`config.mk`:
```
export PLATFORM = sky130hd
export DESIGN_NAME = gate_motor_softstart_controller_core
export DESIGN_NICKNAME = d
export VERILOG_FILES = /design/src/design/gmss_pkg.sv /design/src/design/gmss_ring.sv /design/src/design/gmss_seq.sv /design/src/design/gate_motor_softstart_controller_core.sv
export SDC_FILE = /design/constraint.sdc
export NUM_CORES = 1
export LEC_CHECK = 0
export ABC_AREA = 1
export BUFFER_PORTS_ARGS = -buffer_cell sky130_fd_sc_hd__buf_2
export CORE_ASPECT_RATIO = 1.2
export CORE_MARGIN = 2
export CORE_UTILIZATION = 26
export CTS_CLUSTER_SIZE = 8
export DETAILED_ROUTE_END_ITERATION = 7
export HOLD_SLACK_MARGIN = 0.12
export SETUP_SLACK_MARGIN = 0.2
export SYNTH_ARGS = -nofsm -noshare
export SYNTH_HDL_FRONTEND = slang
export SYNTH_HIERARCHICAL = 1
export SYNTH_SLANG_ARGS = --single-unit
```
`constraint.sdc`:
```
create_clock -name clk -period 6.8 [get_ports clk]
set_input_delay 1.36 -clock clk [delete_from_list [all_inputs] [get_ports clk]]
set_output_delay 1.36 -clock clk [all_outputs]
set_load 0.05 [all_outputs]
```
`src/design/gmss_pkg.sv`:
```
// Shared types, codes and constants for the gate motor soft-start controller.
// Used by every module of the block; depends on nothing.
`timescale 1ns / 1ps
`default_nettype none

package gmss_pkg;

  localparam int unsigned WINDOW_LEN_DEF  = 6;
  localparam int unsigned SAMPLE_W        = 10;
  localparam int unsigned DUTY_W          = 8;
  localparam int unsigned MS_W            = 16;
  localparam int unsigned DELAY_W         = 7;
  localparam int unsigned CFG_IDX_W       = 3;
  localparam int unsigned CFG_DATA_W      = 16;

  localparam int unsigned RELAY_TICKS     = 4;
  localparam int unsigned WAIT_TICKS      = 100;
  localparam int unsigned TICK_MS         = 10;
  localparam int unsigned SAMPLE_AFTER_MS = 2000;
  localparam int unsigned TRIP_COUNT      = 4;
  localparam int unsigned SLOW_STEP       = 2;
  localparam int unsigned STOP_STEP       = 3;

  localparam logic [DUTY_W-1:0]   START_DUTY_RST = 8'd50;
  localparam logic [DUTY_W-1:0]   FULL_DUTY_RST  = 8'd255;
  localparam logic [DUTY_W-1:0]   CREEP_DUTY_RST = 8'd100;
  localparam logic [MS_W-1:0]     SLOWDOWN_RST   = 16'd10000;
  localparam logic [MS_W-1:0]     RUN_LIMIT_RST  = 16'd30000;
  localparam logic [SAMPLE_W-1:0] TRIP_LEVEL_RST = 10'd80;

  typedef enum logic [1:0] {
    FUNC_TICK   = 2'd0,
    FUNC_SAMPLE = 2'd1,
    FUNC_START  = 2'd2
  } func_t;

  typedef enum logic [3:0] {
    PH_STOP   = 4'd0,
    PH_INIT   = 4'd1,
    PH_RELAY  = 4'd2,
    PH_RAMP   = 4'd3,
    PH_RUN    = 4'd4,
    PH_SLOW   = 4'd5,
    PH_LOW    = 4'd6,
    PH_TOZERO = 4'd7,
    PH_WAIT   = 4'd8,
    PH_END    = 4'd9
  } phase_t;

  typedef enum logic [1:0] {
    POS_UNKNOWN = 2'd0,
    AT_OPEN     = 2'd1,
    AT_CLOSED   = 2'd2
  } pos_t;

  typedef enum logic [CFG_IDX_W-1:0] {
    CFG_START_DUTY = 3'd0,
    CFG_FULL_DUTY  = 3'd1,
    CFG_CREEP_DUTY = 3'd2,
    CFG_SLOWDOWN   = 3'd3,
    CFG_RUN_LIMIT  = 3'd4,
    CFG_TRIP_LEVEL = 3'd5
  } cfg_idx_t;

  typedef struct packed {
    logic [DUTY_W-1:0]   start_duty;
    logic [DUTY_W-1:0]   full_duty;
    logic [DUTY_W-1:0]   creep_duty;
    logic [MS_W-1:0]     slowdown_after_ms;
    logic [MS_W-1:0]     run_limit_ms;
    logic [SAMPLE_W-1:0] trip_level;
  } cfg_t;

  typedef struct packed {
    logic              timed_out;
    logic              tripped;
    logic              finished;
    logic [1:0]        position;
    logic              running;
    logic [3:0]        phase;
    logic [DUTY_W-1:0] pwm_duty;
  } res_t;

endpackage

`default_nettype wire

```
`src/design/gmss_ring.sv`:
```
// Current sample window: ring of recent samples and overcurrent count.
// Depends on gmss_pkg for widths.
`timescale 1ns / 1ps
`default_nettype none

module gmss_ring #(
  parameter int unsigned WINDOW_LEN = gmss_pkg::WINDOW_LEN_DEF,
  localparam int unsigned IDX_W = (WINDOW_LEN > 1) ? $clog2(WINDOW_LEN) : 1,
  localparam int unsigned CNT_W = $clog2(WINDOW_LEN + 1)
) (
  input  wire logic                          clk,
  input  wire logic                          rst,
  input  wire logic                          wr_en,
  input  wire logic [gmss_pkg::SAMPLE_W-1:0] sample,
  input  wire logic [gmss_pkg::SAMPLE_W-1:0] trip_level,
  output logic      [CNT_W-1:0]              over_cnt
);

  logic [gmss_pkg::SAMPLE_W-1:0] ring [WINDOW_LEN];
  logic [IDX_W-1:0]              ring_index;

  always_ff @(posedge clk) begin
    if (rst) begin
      ring_index <= '0;
      for (int i = 0; i < WINDOW_LEN; i++) begin
        ring[i] <= '0;
      end
    end else if (wr_en) begin
      ring[ring_index] <= sample;
      if (ring_index == IDX_W'(WINDOW_LEN - 1)) begin
        ring_index <= '0;
      end else begin
        ring_index <= ring_index + 1'b1;
      end
    end
  end

  // count over the window as it stands once the new sample is in
  always_comb begin
    over_cnt = '0;
    for (int i = 0; i < WINDOW_LEN; i++) begin
      if (ring_index == IDX_W'(i)) begin
        if (sample > trip_level) over_cnt = over_cnt + 1'b1;
      end else if (ring[i] > trip_level) begin
        over_cnt = over_cnt + 1'b1;
      end
    end
  end

endmodule

`default_nettype wire

```
`src/design/gmss_seq.sv`:
```
// Phase sequencer: duty ramps, run time, delays and position record.
// Depends on gmss_pkg for codes, config and result types.
`timescale 1ns / 1ps
`default_nettype none

module gmss_seq #(
  parameter int unsigned WINDOW_LEN = gmss_pkg::WINDOW_LEN_DEF,
  localparam int unsigned CNT_W = $clog2(WINDOW_LEN + 1)
) (
  input  wire logic                          clk,
  input  wire logic                          rst,
  input  wire logic                          en,
  input  wire logic [1:0]                    func,
  input  wire logic                          dir,
  input  wire gmss_pkg::cfg_t                cfg,
  input  wire logic [CNT_W-1:0]              over_cnt,
  output logic                               ring_wr,
  output gmss_pkg::res_t                     res
);

  gmss_pkg::phase_t                phase, phase_next;
  logic [gmss_pkg::DUTY_W-1:0]     duty, duty_next;
  logic [gmss_pkg::MS_W-1:0]       elapsed, elapsed_next;
  logic [gmss_pkg::DELAY_W-1:0]    delay_count, delay_count_next;
  logic                            travel_dir, travel_dir_next;
  logic [1:0]                      last_position, last_position_next;
  logic                            run_flag, run_flag_next;
  logic [gmss_pkg::MS_W:0]         el_sum;
  logic [gmss_pkg::MS_W-1:0]       el_sat;
  logic                            fin, trip, tout;

  always_ff @(posedge clk) begin
    if (rst) begin
      phase         <= gmss_pkg::PH_STOP;
      duty          <= '0;
      elapsed       <= '0;
      delay_count   <= '0;
      travel_dir    <= 1'b0;
      last_position <= gmss_pkg::POS_UNKNOWN;
      run_flag      <= 1'b0;
    end else begin
      phase         <= phase_next;
      duty          <= duty_next;
      elapsed       <= elapsed_next;
      delay_count   <= delay_count_next;
      travel_dir    <= travel_dir_next;
      last_position <= last_position_next;
      run_flag      <= run_flag_next;
    end
  end

  always_comb begin
    phase_next         = phase;
    duty_next          = duty;
    elapsed_next       = elapsed;
    delay_count_next   = delay_count;
    travel_dir_next    = travel_dir;
    last_position_next = last_position;
    run_flag_next      = run_flag;
    ring_wr            = 1'b0;
    fin                = 1'b0;
    trip               = 1'b0;
    tout               = 1'b0;
    el_sum             = '0;
    el_sat             = '0;
    if (en) begin
      case (func)
        gmss_pkg::FUNC_TICK: begin
          case (phase)
            gmss_pkg::PH_INIT: begin
              elapsed_next     = '0;
              run_flag_next    = 1'b1;
              duty_next        = '0;
              delay_count_next = gmss_pkg::DELAY_W'(gmss_pkg::RELAY_TICKS);
              phase_next       = gmss_pkg::PH_RELAY;
            end
            gmss_pkg::PH_RELAY: begin
              if (delay_count != '0) begin
                delay_count_next = delay_count - 1'b1;
              end else begin
                duty_next  = cfg.start_duty;
                phase_next = gmss_pkg::PH_RAMP;
              end
            end
            gmss_pkg::PH_RAMP: begin
              if (duty < cfg.full_duty) duty_next = duty + 1'b1;
              else phase_next = gmss_pkg::PH_RUN;
            end
            gmss_pkg::PH_RUN: begin
              if (elapsed > cfg.slowdown_after_ms) phase_next = gmss_pkg::PH_SLOW;
            end
            gmss_pkg::PH_SLOW: begin
              if (duty > cfg.creep_duty) begin
                if (duty >= gmss_pkg::DUTY_W'(gmss_pkg::SLOW_STEP)) begin
                  duty_next = duty - gmss_pkg::DUTY_W'(gmss_pkg::SLOW_STEP);
                end else begin
                  duty_next = '0;
                end
              end else begin
                duty_next  = cfg.creep_duty;
                phase_next = gmss_pkg::PH_LOW;
              end
            end
            gmss_pkg::PH_TOZERO: begin
              if (duty >= gmss_pkg::DUTY_W'(gmss_pkg::STOP_STEP)) begin
                duty_next = duty - gmss_pkg::DUTY_W'(gmss_pkg::STOP_STEP);
              end else begin
                duty_next        = '0;
                delay_count_next = gmss_pkg::DELAY_W'(gmss_pkg::WAIT_TICKS);
                phase_next       = gmss_pkg::PH_WAIT;
              end
            end
            gmss_pkg::PH_WAIT: begin
              if (delay_count != '0) delay_count_next = delay_count - 1'b1;
              else phase_next = gmss_pkg::PH_END;
            end
            gmss_pkg::PH_END: begin
              run_flag_next      = 1'b0;
              phase_next         = gmss_pkg::PH_STOP;
              last_position_next = travel_dir ? gmss_pkg::AT_CLOSED : gmss_pkg::AT_OPEN;
              fin                = 1'b1;
            end
            default: begin
            end
          endcase
          // advance run time and check the limit
          if (run_flag_next) begin
            el_sum = {1'b0, elapsed_next} + (gmss_pkg::MS_W + 1)'(gmss_pkg::TICK_MS);
            el_sat = el_sum[gmss_pkg::MS_W] ? '1 : el_sum[gmss_pkg::MS_W-1:0];
            if (el_sat > cfg.run_limit_ms) begin
              elapsed_next = '0;
              phase_next   = gmss_pkg::PH_TOZERO;
              tout         = 1'b1;
            end else begin
              elapsed_next = el_sat;
            end
          end
        end
        gmss_pkg::FUNC_SAMPLE: begin
          if (elapsed > gmss_pkg::MS_W'(gmss_pkg::SAMPLE_AFTER_MS)) begin
            ring_wr = 1'b1;
            if (run_flag && 32'(over_cnt) >= gmss_pkg::TRIP_COUNT) begin
              duty_next     = '0;
              run_flag_next = 1'b0;
              phase_next    = gmss_pkg::PH_END;
              trip          = 1'b1;
            end
          end
        end
        gmss_pkg::FUNC_START: begin
          travel_dir_next = dir;
          phase_next      = gmss_pkg::PH_INIT;
        end
        default: begin
        end
      endcase
    end
  end

  always_comb begin
    res.pwm_duty  = duty_next;
    res.phase     = phase_next;
    res.running   = run_flag_next;
    res.position  = last_position_next;
    res.finished  = fin;
    res.tripped   = trip;
    res.timed_out = tout;
  end

endmodule

`default_nettype wire

```
`src/design/gate_motor_softstart_controller_core.sv`:
```
// Gate motor soft-start controller: stream in, one result per item out.
// Path: input register, then result register, so the result transaction
// always comes after the input transaction that it answers.
// Throughput: one item per cycle, back to back; a held result stalls the input.
// Reset (rst, synchronous) clears phase, duty, run time, ring and position,
// and loads the configuration registers with their default values.
`timescale 1ns / 1ps
`default_nettype none

module gate_motor_softstart_controller_core #(
  parameter int unsigned WINDOW_LEN = gmss_pkg::WINDOW_LEN_DEF
) (
  input  wire logic                            clk,
  input  wire logic                            rst,
  input  wire logic                            s_axis_tvalid,
  output logic                                 s_axis_tready,
  input  wire logic [15:0]                     s_axis_tdata,  // current_sample, direction
  input  wire logic [1:0]                      s_axis_tuser,  // func
  output logic                                 m_axis_tvalid,
  input  wire logic                            m_axis_tready,
  // pwm_duty, phase, running, position, finished, tripped, timed_out
  output logic [23:0]                          m_axis_tdata,
  input  wire logic                            cfg_valid,
  output logic                                 cfg_ready,
  input  wire logic [gmss_pkg::CFG_IDX_W-1:0]  cfg_index,
  input  wire logic [gmss_pkg::CFG_DATA_W-1:0] cfg_data
);

  localparam int unsigned CNT_W = $clog2(WINDOW_LEN + 1);

  gmss_pkg::cfg_t                cfg;
  logic                          in_valid;
  logic [1:0]                    in_func;
  logic [gmss_pkg::SAMPLE_W-1:0] in_sample;
  logic                          in_dir;
  logic                          step;
  logic                          ring_wr;
  logic [CNT_W-1:0]              over_cnt;
  gmss_pkg::res_t                res;
  gmss_pkg::res_t                out_res;

  assign cfg_ready     = 1'b1;
  assign step          = in_valid && (!m_axis_tvalid || m_axis_tready);
  assign s_axis_tready = !in_valid || step;
  assign m_axis_tdata  = {6'd0, out_res};

  always_ff @(posedge clk) begin
    if (rst) begin
      cfg.start_duty        <= gmss_pkg::START_DUTY_RST;
      cfg.full_duty         <= gmss_pkg::FULL_DUTY_RST;
      cfg.creep_duty        <= gmss_pkg::CREEP_DUTY_RST;
      cfg.slowdown_after_ms <= gmss_pkg::SLOWDOWN_RST;
      cfg.run_limit_ms      <= gmss_pkg::RUN_LIMIT_RST;
      cfg.trip_level        <= gmss_pkg::TRIP_LEVEL_RST;
    end else if (cfg_valid && cfg_ready) begin
      case (cfg_index)
        gmss_pkg::CFG_START_DUTY: cfg.start_duty <= cfg_data[gmss_pkg::DUTY_W-1:0];
        gmss_pkg::CFG_FULL_DUTY:  cfg.full_duty  <= cfg_data[gmss_pkg::DUTY_W-1:0];
        gmss_pkg::CFG_CREEP_DUTY: cfg.creep_duty <= cfg_data[gmss_pkg::DUTY_W-1:0];
        gmss_pkg::CFG_SLOWDOWN:   cfg.slowdown_after_ms <= cfg_data;
        gmss_pkg::CFG_RUN_LIMIT:  cfg.run_limit_ms <= cfg_data;
        gmss_pkg::CFG_TRIP_LEVEL: cfg.trip_level <= cfg_data[gmss_pkg::SAMPLE_W-1:0];
        default: begin
        end
      endcase
    end
  end

  // input register
  always_ff @(posedge clk) begin
    if (rst) begin
      in_valid <= 1'b0;
    end else if (s_axis_tvalid && s_axis_tready) begin
      in_valid <= 1'b1;
    end else if (step) begin
      in_valid <= 1'b0;
    end
  end

  always_ff @(posedge clk) begin
    if (s_axis_tvalid && s_axis_tready) begin
      in_func   <= s_axis_tuser;
      in_sample <= s_axis_tdata[gmss_pkg::SAMPLE_W-1:0];
      in_dir    <= s_axis_tdata[gmss_pkg::SAMPLE_W];
    end
  end

  // result register
  always_ff @(posedge clk) begin
    if (rst) begin
      m_axis_tvalid <= 1'b0;
    end else if (step) begin
      m_axis_tvalid <= 1'b1;
    end else if (m_axis_tready) begin
      m_axis_tvalid <= 1'b0;
    end
  end

  always_ff @(posedge clk) begin
    if (step) begin
      out_res <= res;
    end
  end

  gmss_ring #(
    .WINDOW_LEN(WINDOW_LEN)
  ) u_ring (
    .clk        (clk),
    .rst        (rst),
    .wr_en      (ring_wr),
    .sample     (in_sample),
    .trip_level (cfg.trip_level),
    .over_cnt   (over_cnt)
  );

  gmss_seq #(
    .WINDOW_LEN(WINDOW_LEN)
  ) u_seq (
    .clk      (clk),
    .rst      (rst),
    .en       (step),
    .func     (in_func),
    .dir      (in_dir),
    .cfg      (cfg),
    .over_cnt (over_cnt),
    .ring_wr  (ring_wr),
    .res      (res)
  );

endmodule

`default_nettype wire

```
# Yosys cells after proc, flatten, opt, wreduce, memory -nomap -nowiden
# Memories as Yosys holds them, arrays and structs flattened.
# Index checks and enable logic that the tools add are counted.
# totals
regBits	141
ramBits	60
in_bits	42
out_inout_bits	27
word_cells	182
mem_count	1
# mem_list
name	words	width	read_ports	rd_ports_with_merged_regs	wr	line_no	rtl
u_ring.ring	6	10	6	0	6	gmss_ring.sv:19	logic [gmss_pkg::SAMPLE_W-1:0] ring [WINDOW_LEN];
# classes
add_sub_neg	11
order_cmp	15
eq_ne	22
muxes	80
n_reduce_logical	27
# op_table
cell	count
$mux 16	6
$gt 10x10->1	7
$mux 8	8
$mux 3	18
$mux 4	11
$pmux 8 s5	1
$gt 16x16->1	2
$pmux 4 s8	1
$mux 1	23
$pmux 7 s3	1
$reduce_and 2->1	10
$add 3x1->3 const B	6
$add 16x4->17 const B	1
$ge 8x2->1 const B	2
$gt 16x11->1 const B	1
$pmux 8 s2	1
$sub 8x2->8 const B	2
$mux 7	2
$eq 3x2->1 const B	4
$eq 3x3->1 const B	4
$eq 4x3->1 const B	3
$pmux 4 s3	1
$mux 10	1
$reduce_or 10->1	1
25 further kinds	38

# Logic depth before layout (Yosys ltp)
# An unclocked memory read counts as a cell.
# depth
depth_word	25
depth_mapped	37
depth_no_buf	37

# Cells and area by module
# Netlist, hierarchy kept.
# by_module_without_submodules
module	instances	cells_each	area_each_um2	seq_area_each_um2
gmss_seq	1	810	4745.8	780.7
gmss_ring	1	509	4529.3	1861.8
gate_motor_softstart_controller_core	1	410	3639.7	2292.2

# Least setup slack after synthesis
# Ideal clock, no wire load.
# synth_timing
kind	register -> register
from	reg, netlist name cfg[1]
to	reg out_res (netlist bit m_axis_tdata[5]), data pin
setup_time_ns	0.254
t_arrival_ns	4.686
required_ns	6.546
setup_slack_ns	1.860
stages_incl_launch_ff	36
path_buffers	0
synth_period_minus_slack_ns	4.940
cell_sequence	dfxtp_1 inv_1 ha_1 inv_1 nor2_1 nor2_1 o21a_1 o21a_1 o21ai_0 nand3_1 o2bb2ai_1 o21ai_0 ha_1 nand2_2 nand2_2 ha_1 nand2_1 o21ai_0 ha_1 o21ai_1 inv_1 ha_1 nand2_1 o21ai_2 ha_1 inv_1 nor2_1 nand4_1 nand2_1 nand3_1 nand2_1 nand2_1 nor2_1 inv_1 nand2_1 nand2_1
# synth_rtl
element	line_no	rtl
to (signal assigned)	gate_motor_softstart_controller_core.sv:101	out_res <= res;
to (decl)	gate_motor_softstart_controller_core.sv:40	gmss_pkg::res_t out_res;

==> impl_metrics.csv <==
group,metric,value,unit
pwr,leakagePower,0.00682,uW
placement,gp_congestion,0.907,
placement,port_buffers,56,
global_route,grt_max_degree,67,
worst_setup_path,cp.arrival,6.29,ns
synthesis,synth_area_per_cell,7.47,sq um
worst_setup_path,worstReg2RegEnd,"m_axis_tdata[5]",
global_route,grt_overflow_total,0,
sta,rsz0062_at_grt,"false",
worst_setup_path,r2r_slack,0.81,ns
detailed_routing,post-route-drc-count,0,
global_route,gr-usage-all-layers,13.7,%
floorplan,num_io_pins,69,
worst_setup_path,worst-path-max-fanout,7,
pwr,vdd_drop_max,0.161,mV
clocking,clk-insertion-delay-late,0.55,ns
clocking,cts_setup_buffers,0,
worst_setup_path,start_kind,"flip-flop",
worst_setup_path,critical_path.startpoint,"cfg[1]",
layout,synthToLayoutAreaGrowth,13.3,%
sta,finalHoldViolations,0,
clocking,numCtsBuffers,29,
detailed_routing,dr.pass1.iters,8,
sta,skew,0.0120,ns
synthesis,synth_warnings,6,
floorplan,core_area,49100,sq um
placement,dp_hpwl,27500,microns
clocking,cts_tree,"built",
sta,relSlewSlack,28.5,%
clocking,hold_buffers,0,
worst_setup_path,reg2reg_from,"cfg[1]",
job,cap_violations,0,
worst_setup_path,cp.depth,35,
worst_setup_path,reg2regPathDepth,35,
global_route,grt_pass1_vias,11100,
layout,utilization,29.7,%
floorplan,die_x,207,microns
sta,setup_tns,0,ns
sta,fin_ws,0.807,ns
pwr,power.density,206,nW/um^2
worst_setup_path,cp_top_family,"simple AND/OR/NAND/NOR gates",
clocking,clkSinkCount,201,
sta,period_share,88.1,%
synthesis,netlist_area,12900,sq um
sta,drv_slew,0,
clocking,cts_resized,0,
hold_path,hold_depth,2,
detailed_routing,drt-vias-per-instance,4.66,
sta,period_minus_slack,5.99,ns
layout,fillers,5301,
floorplan,die_h,248,microns
hold_path,min_from,"cfg[4]",
global_route,grt_pass1_wl,56800,microns
worst_setup_path,crit_top_cell,"nand2_1",
worst_setup_path,criticalPathCategory,"flip-flop to flip-flop",
detailed_routing,detail-route-antenna-nets,0,
worst_setup_path,crit_path_end_kind,"flip-flop",
detailed_routing,vias,11300,
worst_setup_path,cp_slowest_cell,"o21ai_0",
detailed_routing,drt_iter0_drc,746,
floorplan,die_area,51400,sq um
clocking,clockBufferDepth,3,
worst_setup_path,crit_required,7.10,ns
worst_setup_path,slowest_delay,0.40,ns
clocking,clkTransAtPathRegs,0.05,ns
placement,pre_cts_slack,0.830,ns
hold_path,hold-path-endpoint,"cfg[4]",
detailed_routing,avgRoutedWirePerCell,14.7,microns
placement,dp_cells,2384,
sta,setup_violations,0,
worst_setup_path,crit_buf_inv,5,
detailed_routing,wirelength,35700,microns
outcome,status,"finished clean",
layout,finalNetCount,1953,
sta,timing.fmax,167,MHz
pwr,finalPower,3010,uW
hold_path,hold_path.class,"flip-flop to flip-flop",
layout,diodes,0,
clocking,cts_root_buffer,"clkbuf_16",
synthesis,synthesis.instances,1725,
layout,drive_gt1_share,9.92,%
sta,worst_pin_slew,1.07,ns
clocking,cts_max_level,1,
floorplan,num_rows,89,
global_route,antenna_found_initial,1,
floorplan,initial_core_util,26.2,%
layout,fin_cells,2431,
power breakdown:
group          total [uW]  internal, uW  switching, uW
registers            1330          1300           25.1
logic                 375           118            257
clock network        1310           787            519
per-layer routing:
| metal | vias to the layer above | global-route usage (%) | part of all wire, % |
|---|---|---|---|
| li1 | 5699 | - | - |
| met1 | 5344 | 15.8 | 42 |
| met2 | 228 | 25.7 | 51 |
| met3 | 68 | 1.95 | 4.0 |
| met4 | 0 | 4.45 | 2.8 |
| met5 | - | 0 | 0 |
metrics by stage:
| stage | hold slack (ns) | instance area (sq um) |
|---|---|---|
| floorplan | 0.429 | 12900 |
| global placement | 0.441 | 13800 |
| detailed placement | 0.448 | 13800 |
| CTS | 0.461 | 14600 |
| global route | 0.493 | 14600 |
| finish | 0.458 | 14600 |
layout by cell type (no fill, tap or decap), types with 2 or more instances in the layout:
cell         n
inv_1      225
nand2_4      2
nand4_1     26
nor2_2      11
nor2_4      10
nand3_2     12
xor2_1      12
o21bai_1     4
o211ai_1     5
nor4_1       2
a21oi_1     91
o21a_1       7
nand2_2     18
o2111ai_1    2
inv_2       10
o21ai_0     60
a21boi_0     2
clkbuf_16   29
o21ai_1      2
dfxtp_1    110
buf_4        9
o21ai_2      3
nand3b_1     3
nand2_1    406
ha_1       133
a31oi_1      4
nor2_1     256
or2_2        4
a21oi_2      8
nor3_1      11
nand3_1    129
clkbuf_1    16
edfxtp_1    91
buf_2       56
conb_1       7
cell type report:
cell class	count	area, sq um	share of cell area, %
Inverter	237	891	6.10
Sequential cell	201	4930	33.8
Tap cell	637	797	5.46
Clock inverter	1	7.51	0.0514
Clock buffer	46	800	5.48
Timing Repair Buffer	65	348	2.38
Multi-Input combinational cell	1244	6820	46.7
sequential cells by signal (all words and copies together) (netlist names):
name and cells:
cfg 66, u_ring/ring 60, m_axis_tdata 18, u_seq/elapsed 16
in_sample 10, u_seq/duty 8, u_seq/delay_count 7, u_seq/phase 4
u_ring/ring_index 3, in_func 2, u_seq/last_position 2, in_dir 1
in_valid 1, m_axis_tvalid 1, u_seq/run_flag 1, u_seq/travel_dir 1
how the worst max path moves through the flow:
stage	end	slack, ns
floorplan	m_axis_tdata[5]	1.88
global placement	m_axis_tdata[5]	0.96
detailed placement	m_axis_tdata[5]	0.83
CTS	m_axis_tdata[5]	0.80
global route	m_axis_tdata[5]	0.27
finish	m_axis_tdata[5]	0.81
worst register-to-register path, delay by kind of cell (launching register included):
kind	cells	cell delay (ns)
AO/OA/AOI/OAI	8	1.42
adder cells (fa/ha/maj)	6	1.67
buffers and inverters	5	0.46
flip-flops	1	0.32
AND/OR/NAND/NOR	16	1.86
Note: power is estimated with default switching activity, not from simulation.
